===== config.mk =====
export PLATFORM = sky130hd
export DESIGN_NAME = array_double_ended_queue_top
export DESIGN_NICKNAME = d
export VERILOG_FILES = /design/src/design/adq_pkg.sv /design/src/design/adq_ram.sv /design/src/design/adq_ctrl.sv /design/src/design/adq_dp.sv /design/src/design/array_double_ended_queue_top.sv
export SDC_FILE = /design/constraint.sdc
export NUM_CORES = 1
export LEC_CHECK = 0
export BUFFER_PORTS_ARGS = -buffer_cell sky130_fd_sc_hd__buf_2
export CORE_UTILIZATION = 50
export CTS_CLUSTER_SIZE = 40
export DETAILED_ROUTE_END_ITERATION = 8
export PLACE_DENSITY = 0.69
export SLEW_MARGIN = 20
export SYNTH_ARGS = -nofsm -noshare
export SYNTH_HDL_FRONTEND = slang
export SYNTH_HIERARCHICAL = 1
export SYNTH_SLANG_ARGS = --single-unit
export TNS_END_PERCENT = 10

===== constraint.sdc =====
create_clock -name aclk -period 7.6 [get_ports aclk]
set_input_delay 1.52 -clock aclk [delete_from_list [all_inputs] [get_ports aclk]]
set_output_delay 1.52 -clock aclk [all_outputs]
set_load 0.05 [all_outputs]

===== src/design/adq_pkg.sv =====
// Shared types, codes and defaults of the array double-ended queue.
package adq_pkg;

    localparam int DEPTH_DEF      = 8;
    localparam int DATA_WIDTH_DEF = 32;

    localparam int FUNC_W   = 3;
    localparam int STATUS_W = 2;

    // Command selector codes
    localparam logic [FUNC_W-1:0] FUNC_PUSH_REAR  = 3'd0;
    localparam logic [FUNC_W-1:0] FUNC_PUSH_FRONT = 3'd1;
    localparam logic [FUNC_W-1:0] FUNC_POP_REAR   = 3'd2;
    localparam logic [FUNC_W-1:0] FUNC_POP_FRONT  = 3'd3;
    localparam logic [FUNC_W-1:0] FUNC_LIST       = 3'd4;

    // Result status codes
    localparam logic [STATUS_W-1:0] STAT_OK       = 2'd0;
    localparam logic [STATUS_W-1:0] STAT_FULL     = 2'd1;
    localparam logic [STATUS_W-1:0] STAT_EMPTY    = 2'd2;
    localparam logic [STATUS_W-1:0] STAT_NO_FRONT = 2'd3;

    // Controller to datapath commands
    typedef struct packed {
        logic                capture;
        logic                wr_rear;
        logic                wr_front_dec;
        logic                wr_front_empty;
        logic                rd_rear;
        logic                rd_front;
        logic                rd_list_first;
        logic                rd_list_next;
        logic                load_code;
        logic                load_data;
        logic                out_last;
        logic [STATUS_W-1:0] code;
    } adq_cmd_t;

    // Datapath to controller status
    typedef struct packed {
        logic [FUNC_W-1:0] func;
        logic              empty;
        logic              full;
        logic              head_zero;
        logic              list_last;
        logic              out_free;
    } adq_stat_t;

endpackage


===== src/design/adq_ram.sv =====
// Generic single-write, single-read RAM with registered read data.
module adq_ram #(
    parameter int WIDTH = 32,
    parameter int DEPTH = 8
) (
    input  logic                     clk,
    input  logic                     we,
    input  logic [$clog2(DEPTH)-1:0] waddr,
    input  logic [WIDTH-1:0]         wdata,
    input  logic                     re,
    input  logic [$clog2(DEPTH)-1:0] raddr,
    output logic [WIDTH-1:0]         rdata
);

    logic [WIDTH-1:0] mem [DEPTH];
    logic [WIDTH-1:0] rdata_reg;

    // Write port
    always_ff @(posedge clk) begin
        if (we) begin
            mem[waddr] <= wdata;
        end
    end

    // Registered read port, holds its value between reads
    always_ff @(posedge clk) begin
        if (re) begin
            rdata_reg <= mem[raddr];
        end
    end

    assign rdata = rdata_reg;

endmodule


===== src/design/adq_ctrl.sv =====
// Command sequencer of the double-ended queue.
module adq_ctrl import adq_pkg::*; (
    input  logic      aclk,
    input  logic      aresetn,
    input  logic      req_valid,
    output logic      req_ready,
    input  adq_stat_t stat,
    output adq_cmd_t  cmd
);

    typedef enum logic [2:0] {
        ST_IDLE = 3'b001,
        ST_EXEC = 3'b010,
        ST_WAIT = 3'b100
    } state_t;

    state_t state_reg, state_next;

    // State register
    always_ff @(posedge aclk) begin
        if (!aresetn) begin
            state_reg <= ST_IDLE;
        end else begin
            state_reg <= state_next;
        end
    end

    assign req_ready = (state_reg == ST_IDLE);

    // Next state and datapath commands
    always_comb begin
        state_next = state_reg;
        cmd        = '0;
        cmd.code   = STAT_OK;
        unique case (state_reg)
            ST_IDLE: begin
                if (req_valid) begin
                    cmd.capture = 1'b1;
                    state_next  = ST_EXEC;
                end
            end
            ST_EXEC: begin
                unique case (stat.func)
                    FUNC_PUSH_REAR: begin
                        if (stat.out_free) begin
                            cmd.load_code = 1'b1;
                            cmd.out_last  = 1'b1;
                            if (stat.full) begin
                                cmd.code = STAT_FULL;
                            end else begin
                                cmd.wr_rear = 1'b1;
                            end
                            state_next = ST_IDLE;
                        end
                    end
                    FUNC_PUSH_FRONT: begin
                        if (stat.out_free) begin
                            cmd.load_code = 1'b1;
                            cmd.out_last  = 1'b1;
                            priority if (!stat.head_zero) begin
                                cmd.wr_front_dec = 1'b1;
                            end else if (stat.empty) begin
                                cmd.wr_front_empty = 1'b1;
                            end else begin
                                cmd.code = STAT_NO_FRONT;
                            end
                            state_next = ST_IDLE;
                        end
                    end
                    FUNC_POP_REAR, FUNC_POP_FRONT, FUNC_LIST: begin
                        if (stat.empty) begin
                            if (stat.out_free) begin
                                cmd.load_code = 1'b1;
                                cmd.out_last  = 1'b1;
                                cmd.code      = STAT_EMPTY;
                                state_next    = ST_IDLE;
                            end
                        end else begin
                            cmd.rd_rear       = (stat.func == FUNC_POP_REAR);
                            cmd.rd_front      = (stat.func == FUNC_POP_FRONT);
                            cmd.rd_list_first = (stat.func == FUNC_LIST);
                            state_next        = ST_WAIT;
                        end
                    end
                    default: begin
                        // unused selector: no result
                        state_next = ST_IDLE;
                    end
                endcase
            end
            ST_WAIT: begin
                // read data is ready; emit it and step the listing
                if (stat.out_free) begin
                    cmd.load_data = 1'b1;
                    if (stat.func == FUNC_LIST && !stat.list_last) begin
                        cmd.rd_list_next = 1'b1;
                    end else begin
                        cmd.out_last = 1'b1;
                        state_next   = ST_IDLE;
                    end
                end
            end
            default: begin
                state_next = ST_IDLE;
            end
        endcase
    end

endmodule


===== src/design/adq_dp.sv =====
// Datapath of the double-ended queue: indices, slot memory, result register.
module adq_dp import adq_pkg::*; #(
    parameter int DEPTH      = DEPTH_DEF,
    parameter int DATA_WIDTH = DATA_WIDTH_DEF
) (
    input  logic                  aclk,
    input  logic                  aresetn,
    input  adq_cmd_t              cmd,
    output adq_stat_t             stat,
    input  logic [FUNC_W-1:0]     in_func,
    input  logic [DATA_WIDTH-1:0] in_value,
    output logic                  out_valid,
    input  logic                  out_ready,
    output logic [DATA_WIDTH-1:0] out_data,
    output logic [STATUS_W-1:0]   out_status,
    output logic                  out_last
);

    localparam int ADDR_W = $clog2(DEPTH);
    localparam int IDX_W  = $clog2(DEPTH + 1);

    logic [FUNC_W-1:0]     func_reg;
    logic [DATA_WIDTH-1:0] value_reg;
    logic [IDX_W-1:0]      head_reg, head_next;
    logic [IDX_W-1:0]      tail_reg, tail_next;
    logic [IDX_W-1:0]      list_reg, list_next;
    logic                  out_valid_reg;
    logic [DATA_WIDTH-1:0] out_data_reg;
    logic [STATUS_W-1:0]   out_status_reg;
    logic                  out_last_reg;

    logic [IDX_W-1:0]      head_m1, head_p1, tail_m1, tail_p1, list_p1;
    logic                  ram_we, ram_re;
    logic [ADDR_W-1:0]     ram_waddr, ram_raddr;
    logic [DATA_WIDTH-1:0] ram_rdata;
    logic                  out_free;

    assign head_m1 = head_reg - IDX_W'(1);
    assign head_p1 = head_reg + IDX_W'(1);
    assign tail_m1 = tail_reg - IDX_W'(1);
    assign tail_p1 = tail_reg + IDX_W'(1);
    assign list_p1 = list_reg + IDX_W'(1);

    // Request capture
    always_ff @(posedge aclk) begin
        if (cmd.capture) begin
            func_reg  <= in_func;
            value_reg <= in_value;
        end
    end

    // Index updates
    always_comb begin
        head_next = head_reg;
        tail_next = tail_reg;
        list_next = list_reg;
        if (cmd.wr_rear) begin
            tail_next = tail_p1;
        end
        if (cmd.wr_front_dec) begin
            head_next = head_m1;
        end
        if (cmd.wr_front_empty) begin
            head_next = '0;
            tail_next = IDX_W'(1);
        end
        if (cmd.rd_rear) begin
            if (tail_m1 == head_reg) begin
                head_next = '0;
                tail_next = '0;
            end else begin
                tail_next = tail_m1;
            end
        end
        if (cmd.rd_front) begin
            if (head_p1 == tail_reg) begin
                head_next = '0;
                tail_next = '0;
            end else begin
                head_next = head_p1;
            end
        end
        if (cmd.rd_list_first) begin
            list_next = head_reg;
        end
        if (cmd.rd_list_next) begin
            list_next = list_p1;
        end
    end

    always_ff @(posedge aclk) begin
        if (!aresetn) begin
            head_reg <= '0;
            tail_reg <= '0;
        end else begin
            head_reg <= head_next;
            tail_reg <= tail_next;
        end
    end

    always_ff @(posedge aclk) begin
        list_reg <= list_next;
    end

    // Slot memory addressing
    assign ram_we = cmd.wr_rear | cmd.wr_front_dec | cmd.wr_front_empty;
    assign ram_re = cmd.rd_rear | cmd.rd_front | cmd.rd_list_first | cmd.rd_list_next;

    always_comb begin
        priority if (cmd.wr_rear) begin
            ram_waddr = tail_reg[ADDR_W-1:0];
        end else if (cmd.wr_front_dec) begin
            ram_waddr = head_m1[ADDR_W-1:0];
        end else begin
            ram_waddr = '0;
        end
    end

    always_comb begin
        priority if (cmd.rd_rear) begin
            ram_raddr = tail_m1[ADDR_W-1:0];
        end else if (cmd.rd_list_next) begin
            ram_raddr = list_p1[ADDR_W-1:0];
        end else begin
            ram_raddr = head_reg[ADDR_W-1:0];
        end
    end

    adq_ram #(
        .WIDTH (DATA_WIDTH),
        .DEPTH (DEPTH)
    ) u_ram (
        .clk   (aclk),
        .we    (ram_we),
        .waddr (ram_waddr),
        .wdata (value_reg),
        .re    (ram_re),
        .raddr (ram_raddr),
        .rdata (ram_rdata)
    );

    // Result register
    assign out_free = !out_valid_reg || out_ready;

    always_ff @(posedge aclk) begin
        if (!aresetn) begin
            out_valid_reg <= 1'b0;
        end else if (cmd.load_code || cmd.load_data) begin
            out_valid_reg <= 1'b1;
        end else if (out_ready) begin
            out_valid_reg <= 1'b0;
        end
    end

    always_ff @(posedge aclk) begin
        if (cmd.load_code) begin
            out_data_reg   <= '0;
            out_status_reg <= cmd.code;
            out_last_reg   <= cmd.out_last;
        end else if (cmd.load_data) begin
            out_data_reg   <= ram_rdata;
            out_status_reg <= STAT_OK;
            out_last_reg   <= cmd.out_last;
        end
    end

    assign out_valid  = out_valid_reg;
    assign out_data   = out_data_reg;
    assign out_status = out_status_reg;
    assign out_last   = out_last_reg;

    // Status to the controller
    assign stat.func      = func_reg;
    assign stat.empty     = (tail_reg <= head_reg);
    assign stat.full      = (tail_reg == IDX_W'(DEPTH));
    assign stat.head_zero = (head_reg == '0);
    assign stat.list_last = (list_p1 == tail_reg);
    assign stat.out_free  = out_free;

endmodule


===== src/design/array_double_ended_queue_top.sv =====
// Top level of the array double-ended queue.
// Double-ended queue in a linear array of DEPTH words with front and end
// indices; no wraparound, and both indices return to zero when it empties.
// One request is handled at a time: a push steps through accept and
// execute, a pop through accept, memory read and result, a list through
// accept and read, then one element per cycle while the output is free, as
// all reads go through the single registered read port of the slot memory.
// A finished result waits in an output register, so the next request is
// accepted while it is still pending. Slots need no clearing after reset.
module array_double_ended_queue_top import adq_pkg::*; #(
    parameter int DEPTH      = DEPTH_DEF,
    parameter int DATA_WIDTH = DATA_WIDTH_DEF
) (
    input  logic                                aclk,
    input  logic                                aresetn,
    input  logic                                s_tvalid,
    output logic                                s_tready,
    input  logic [((DATA_WIDTH + 7) / 8)*8-1:0] s_tdata,  // push_value
    input  logic [FUNC_W-1:0]                   s_tuser,  // func
    output logic                                m_tvalid,
    input  logic                                m_tready,
    output logic [((DATA_WIDTH + 7) / 8)*8-1:0] m_tdata,  // data_value
    output logic [STATUS_W-1:0]                 m_tuser,  // status
    output logic                                m_tlast
);

    localparam int TDATA_W = ((DATA_WIDTH + 7) / 8) * 8;

    adq_cmd_t              cmd;
    adq_stat_t             stat;
    logic [DATA_WIDTH-1:0] out_data;

    adq_ctrl u_ctrl (
        .aclk      (aclk),
        .aresetn   (aresetn),
        .req_valid (s_tvalid),
        .req_ready (s_tready),
        .stat      (stat),
        .cmd       (cmd)
    );

    adq_dp #(
        .DEPTH      (DEPTH),
        .DATA_WIDTH (DATA_WIDTH)
    ) u_dp (
        .aclk       (aclk),
        .aresetn    (aresetn),
        .cmd        (cmd),
        .stat       (stat),
        .in_func    (s_tuser),
        .in_value   (s_tdata[DATA_WIDTH-1:0]),
        .out_valid  (m_tvalid),
        .out_ready  (m_tready),
        .out_data   (out_data),
        .out_status (m_tuser),
        .out_last   (m_tlast)
    );

    // Zero-fill the result word to whole bytes
    assign m_tdata = TDATA_W'(out_data);

endmodule


==> results of run 1 <==
final timing paths:
path                                   from                             end  slack (ns)  cells after the start
max              u_dp/list_reg[0]$_DFFE_PP_  u_dp/u_ram/rdata[17]$_DFFE_PP_        2.80                     12
min          u_dp/u_ram/rdata[14]$_DFFE_PP_  u_dp/out_data[14]$_SDFFE_PP0P_        0.48                      2
max reg2reg      u_dp/list_reg[0]$_DFFE_PP_  u_dp/u_ram/rdata[17]$_DFFE_PP_        2.80                     12
min reg2reg  u_dp/u_ram/rdata[14]$_DFFE_PP_  u_dp/out_data[14]$_SDFFE_PP0P_        0.48                      2
metrics by stage:
step / cell area, sq um / util, % / setup WS, ns / hold WS, ns
5_1_grt: 16800 / 58.5 / 2.50 / 0.519
3_3_place_gp: 15500 / 53.9 / 2.54 / 0.462
4_1_cts: 16800 / 58.5 / 2.74 / 0.489
3_5_place_dp: 15500 / 53.9 / 2.49 / 0.475
2_1_floorplan: 14600 / - / 2.14 / 0.456
6_report: 16800 / 58.5 / 2.80 / 0.484
tightest hold or removal path, cell delays in order (launching register included):
cell and delay [ns]:
edfxtp_1 0.32, mux2i_1 0.06, nor2_1 0.07
layout make-up:
type                       instances  area [sq um]
clock buffer                      46          1000
clock inverter                    24           315
fill                            2136         11900
inverter                          16          61.3
multi-input combinational        331          3640
sequential                       374         10800
tap                              384           480
timing repair buffer              92           510
cell usage after synthesis, types with 5 or more instances:
| cell type | number |
|---|---|
| nand2_1 | 20 |
| nor3_1 | 8 |
| inv_1 | 16 |
| nand3_1 | 5 |
| a21oi_1 | 13 |
| o21ai_0 | 7 |
| xor2_1 | 5 |
| dfxtp_1 | 44 |
| mux4_1 | 40 |
| clkbuf_1 | 13 |
| edfxtp_1 | 330 |
| buf_2 | 9 |
| buf_6 | 7 |
| ha_1 | 10 |
| xnor2_1 | 10 |
| mux2i_1 | 32 |
| mux2_2 | 34 |
| nand2b_1 | 6 |
| mux4_2 | 24 |
| nor2_1 | 56 |
metal layers:
layer / GRT usage, % / vias up
met5: 0 / -
met4: 6.05 / 0
met3: 3.10 / 48
met2: 30.7 / 173
met1: 24.6 / 3585
li1: - / 3235
kinds of logic after synthesis:
kind of cell | Yosys count | synth area share, %
AOI/OAI and AO/OA | 50 | 2.35
xor gates and xnor gates | 16 | 1.06
adders and majority gates | 10 | 0.858
buffers and inverters | 50 | 1.78
DFF | 374 | 74.0
muxes | 130 | 15.7
and+or+nand+nor | 125 | 4.27
report_power, final:
group	internal (mW)	total, mW	switching [mW]
logic	0.0629	0.146	0.0829
registers	2.27	2.30	0.0338
clock network	1.19	1.94	0.758
total	3.52	4.39	0.874
==> metrics.yaml, run 1 <==
synth:
  synth_edf_count: 330
  yosys-top-cells-area: "edfxtp_1 68%, mux4_1 7.2%, dfxtp_1 6.0%"
  yosysSeqAreaShare_pct: 74.0
  ys_warn_count: 6
  async_flop_share_pct: 0
  postSynthCellCount: 755
  yosysTopAreaCell: "edfxtp_1"
  synth.distinct_cells: 58
  avgSynthCellArea_sq_um: 19.3
  syn-num-nets: 804
  synth_flop_cell: "edfxtp_1"
  ys_ff_latch: 374
  synth_top_area_share_pct: 67.9
  syn-cell-area_sq_um: 14600
detailed_routing:
  drc: 0
  drt_iter0_markers: 471
  met2_length_microns: 13200
  drt-met1-wl_microns: 11900
  wl_met3_microns: 1100
  wl_per_cell_microns: 21.1
  antenna_left: 0
  detail_route.first_pass.iterations: 4
  num_vias: 7041
  vias_per_cell: 5.56
  highest_layer: "met4"
  wirelength_microns: 26800
timing:
  drv_slew: 0
  slew_headroom_pct: 29.0
  finalClockSkew_ns: 0.0116
  post-route-period-util_pct: 63.2
  setup_viol: 0
  min_period_ns: 4.80
  worst_pin_slew_ns: 1.06
  rsz0062_at_grt: "false"
  max_freq_ghz: 0.208
  hold_violations: 0
  finalSetupTns_ns: 0
placed_design:
  gp_congestion: 0.849
  numPortBuffers: 75
  dp.cells: 1196
  hpwl_microns: 15000
clock_tree:
  clock_path_buffers: 3
  tritoncts: "built"
  ctsHoldBuffers: 0
  cts_resized: 0
  cts_setup_buffers: 0
  insertion_delay_ns: 0.53
  clk_pin_slew_ns: 0.06
  cts_root_buf: "clkbuf_16"
  h-tree-depth: 2
  cts_made_buffers: 38
  numClockSinks: 374
worst_setup_path:
  crit_buf_inv: 1
  slowest_delay_ns: 0.72
  required_ns: 7.87
  path_cells: "ha_1 -> xnor2_1 -> xnor2_1 -> nor4_1 -> or4b_4 -> nor2_1 -> nor2_1 -> a21oi_1 -> mux2_4 -> buf_4 -> mux4_1 -> mux2_2"
  end_kind: "flip-flop"
  slowest_stage: "mux2_4"
  crit_family: "multiplexers"
  cp_max_fo: 41
  crit_type: "reg2reg"
  critical_path_arrival_ns: 5.08
  startpoint_type: "flip-flop"
final_layout:
  finalNonFillerCells: 1267
  final_nets: 902
  synthToLayoutAreaGrowth_pct: 15.1
  regMostFlops: "u_dp/u_ram/mem"
  largest_reg_flops: 256
  layout.cells.most_common: "edfxtp_1"
  drive_above_1_share_pct: 26.3
  diodes: 0
  mostFrequentLayoutCells: "330 x edfxtp_1, 75 x buf_2, 49 x nor2_1"
power:
  powerDensity_nw_per_um2: 261
  ir_drop_mv: 0.147
  total_power_mw: 4.39
  p_leak_nw: 5.62
global_route:
  antenna_found_initial: 0
  grt_pass1_wl_microns: 41400
  grt_pass1_vias: 7245
  track_usage_pct: 18.3
  overflow: 0
  grt_max_degree: 42
floorplan:
  rows: 62
  die_h_microns: 173
  ios: 76
  die_area_sq_um: 29900
  die_w_microns: 173
  coreArea_sq_um: 28700
  initial_utilization_pct: 50.8
job:
  drv_cap: 0
outcome:
  status: "complete, no violations"
min_path:
  hold_class: "reg2reg"
(Power assumes the default switching activity.)
==> run 2, diff against run 1 <==
--- a/config.mk
+++ b/config.mk
@@ -9,7 +9,7 @@
 export CORE_UTILIZATION = 50
 export CTS_CLUSTER_SIZE = 40
 export DETAILED_ROUTE_END_ITERATION = 8
-export PLACE_DENSITY = 0.69
+export PLACE_DENSITY = 0.72
 export SLEW_MARGIN = 20
 export SYNTH_ARGS = -nofsm -noshare
 export SYNTH_HDL_FRONTEND = slang
==> constraint.sdc (replaced) <==
create_clock -name aclk -period 4.17 [get_ports aclk]
set_input_delay 0.834 -clock aclk [delete_from_list [all_inputs] [get_ports aclk]]
set_output_delay 0.834 -clock aclk [all_outputs]
set_load 0.05 [all_outputs]
==> run 2 against run 1 <==
  * Register-to-register slack got worse by 2.5 ns
  * Sequential power rose by 82%
  * Sequential share of layout area fell by 0.67 points
  * Count of clock-buffer cells in the layout is 2 higher
  * Clock skew increased by 0.0099 ns
  * Core utilization is 0.62 points higher
  * Non-clock buffer count is 18 higher
  * Setup slack got worse by 2.5 ns
  * Routed wire length rose by 3.2%
  * Critical endpoint is now u_dp/u_ram/rdata[2]$_DFFE_PP_
  * Highest routed layer unchanged
==> metrics.yaml, run 2 (synthesis results as in run 1) <==
final_layout:
  final_nets: 920  # +2.0%
  seqCellArea_sq_um: 10800  # unchanged
  largest_reg_flops: 256  # unchanged
  layout.cells.most_common: "edfxtp_1"
  synthToLayoutAreaGrowth_pct: 16.4
  drive_above_1_share_pct: 27.6  # +1.3 points
  mostFrequentLayoutCells: "330 x edfxtp_1, 75 x buf_2, 49 x nor2_1"
  multi_input_area_sq_um: 3640  # about the same
  fillers: 2078  # -2.7%
  regMostFlops: "u_dp/u_ram/mem"
  finalNonFillerCells: 1284  # +1.3%
  diodes: 0  # unchanged
  stdcell_area_sq_um: 17000  # +1.1%
worst_setup_path:
  cp_max_fo: 28  # -32%
  cp_common_cell: "nor2_1"
  reg2reg_from: "u_dp/list_reg[0]$_DFFE_PP_"
  crit_type: "reg2reg"
  path_cells: "ha_1 -> xnor2_1 -> xnor2_1 -> nor4_1 -> or4b_4 -> nor2_1 -> nor2_1 -> a21oi_1 -> nor2_1 -> a21oi_4 -> buf_12 -> mux4_2 -> mux2_2"
  critical_path_arrival_ns: 4.13  # -0.95 ns
  startpoint_type: "flip-flop"
  slowest_stage: "or4b_4"
  crit_family: "simple AND/OR/NAND/NOR gates"
  ff2ff_path_depth: 13  # +1
  crit_cells: 13  # +1
  required_ns: 4.44  # -3.43 ns
  crit_end: "u_dp/u_ram/rdata[2]$_DFFE_PP_"
  slowest_delay_ns: 0.50  # -0.22 ns
  startpoint: "u_dp/list_reg[0]$_DFFE_PP_"
  ff2ff_setup_slack_ns: 0.31  # -2.49 ns
  end_kind: "flip-flop"
  crit_buf_inv: 1  # unchanged
  r2r_end: "u_dp/u_ram/rdata[2]$_DFFE_PP_"
timing:
  timing.hold.ws_ns: 0.475  # -0.00857 ns
  layout_setup_ws_ns: 0.313  # -2.49 ns
  finalClockSkew_ns: 0.0214  # +0.00986 ns
  worst_pin_slew_ns: 0.932  # -0.132 ns
  post-route-period-util_pct: 92.5  # +29 points
  drv_slew: 0  # unchanged
  hold_violations: 0  # unchanged
  rsz0062_at_grt: "false"
  setup_viol: 0  # unchanged
  max_freq_ghz: 0.259  # +24%
  min_period_ns: 3.86  # -0.945 ns
  slew_headroom_pct: 37.7  # +8.6 points
global_route:
  grt_pass1_vias: 7339  # +1.3%
  antenna_found_initial: 0  # unchanged
  overflow: 0  # unchanged
  grt_max_degree: 33  # -21%
  grt_pass1_wl_microns: 43000  # +3.8%
  track_usage_pct: 19.2  # +0.84 points
floorplan:
  initial_utilization_pct: 50.8  # unchanged
  rows: 62  # unchanged
  die_w_microns: 173  # unchanged
  die_area_sq_um: 29900  # unchanged
  coreArea_sq_um: 28700  # unchanged
  ios: 76  # unchanged
  die_h_microns: 173  # unchanged
detailed_routing:
  highest_layer: "met4"
  wirelength_microns: 27700  # +3.2%
  wl_met3_microns: 1450  # +32%
  drc: 0  # unchanged
  detail_route.first_pass.iterations: 5  # +1
  vias_per_cell: 5.57  # +0.29%
  wl_per_cell_microns: 21.5  # +1.9%
  met2_length_microns: 14000  # +6.3%
  num_vias: 7156  # +1.6%
  drt-met1-wl_microns: 11600  # -2.3%
  antenna_left: 0  # unchanged
  drt_iter0_markers: 503  # +6.8%
outcome:
  status: "complete, no violations"
placed_design:
  dp.cells: 1215  # +1.6%
  hpwl_microns: 16000  # +6.5%
  numPortBuffers: 75  # unchanged
  gp_congestion: 0.835  # -1.7%
  placed_area_sq_um: 15700  # +1.5%
  pre_cts_ws_ns: 0.348  # -2.14 ns
clock_tree:
  tritoncts: "built"
  ctsHoldBuffers: 0  # unchanged
  cts_resized: 0  # unchanged
  clk_pin_slew_ns: 0.06  # about the same
  numClockSinks: 374  # unchanged
  h-tree-depth: 2  # unchanged
  insertion_delay_ns: 0.53  # about the same
  cts_root_buf: "clkbuf_16"
  cts_setup_buffers: 0  # unchanged
  clock_path_buffers: 3  # unchanged
  cts_made_buffers: 38  # unchanged
power:
  total_power_mw: 7.94  # +81%
  ir_drop_mv: 0.269  # +83%
  p_leak_nw: 5.72  # +1.7%
  powerDensity_nw_per_um2: 468  # +79%
min_path:
  hold_class: "in2reg"
job:
  drv_cap: 0  # unchanged
-- run 2: per-layer routing --
metal / track usage, % / vias up
met2: 33.0 / 222
met1: 25.0 / 3631
met3: 3.30 / 44
met4: 6.05 / 0
li1: - / 3259
met5: 0 / -
-- run 2: worst min path at each step --
stage	startpoint	endpoint	slack [ns]	cells after the start
floorplan	u_dp/u_ram/rdata[0]$_DFFE_PP_	u_dp/out_data[0]$_SDFFE_PP0P_	0.46	2
global placement	u_dp/u_ram/rdata[18]$_DFFE_PP_	u_dp/out_data[18]$_SDFFE_PP0P_	0.46	2
detailed placement	u_dp/u_ram/rdata[19]$_DFFE_PP_	u_dp/out_data[19]$_SDFFE_PP0P_	0.47	2
CTS	s_tdata[20]	u_dp/value_reg[20]$_DFFE_PP_	0.46	1
global route	s_tdata[18]	u_dp/value_reg[18]$_DFFE_PP_	0.46	1
finish	s_tdata[20]	u_dp/value_reg[20]$_DFFE_PP_	0.48	1
-- run 2: power by group --
part           switching, mW  internal [mW]  total (mW)
Sequential            0.0580           4.13        4.19
Clock                   1.39           2.08        3.47
Combinational          0.158          0.122       0.279
-- run 2: through the flow --
step                      setup TNS [ns]  util, %
final                                  0     59.1
after global routing                   0     59.1
after CTS                              0     59.1
after detailed placement               0     54.7
after global placement                 0     54.7
after floorplan                   -38.50        -
-- run 2: worst reg2reg max path, delay by kind of cell, from the launching register on --
family | cells | cell delay [ns]
compound gates | 2 | 0.58
xor+xnor | 2 | 0.40
fa+ha+maj | 1 | 0.25
buf+inv | 1 | 0.27
flops | 1 | 0.44
mux | 2 | 0.62
simple gates | 5 | 1.03
-- run 2: layout make-up --
cell class                      count  area share (%)
Inverter                           16           0.354
Sequential cell                   374            63.6
Clock inverter                     21            1.67
Clock buffer                       48            5.88
Timing Repair Buffer              110            4.27
Tap cell                          384            2.83
Multi-Input combinational cell    331            21.4
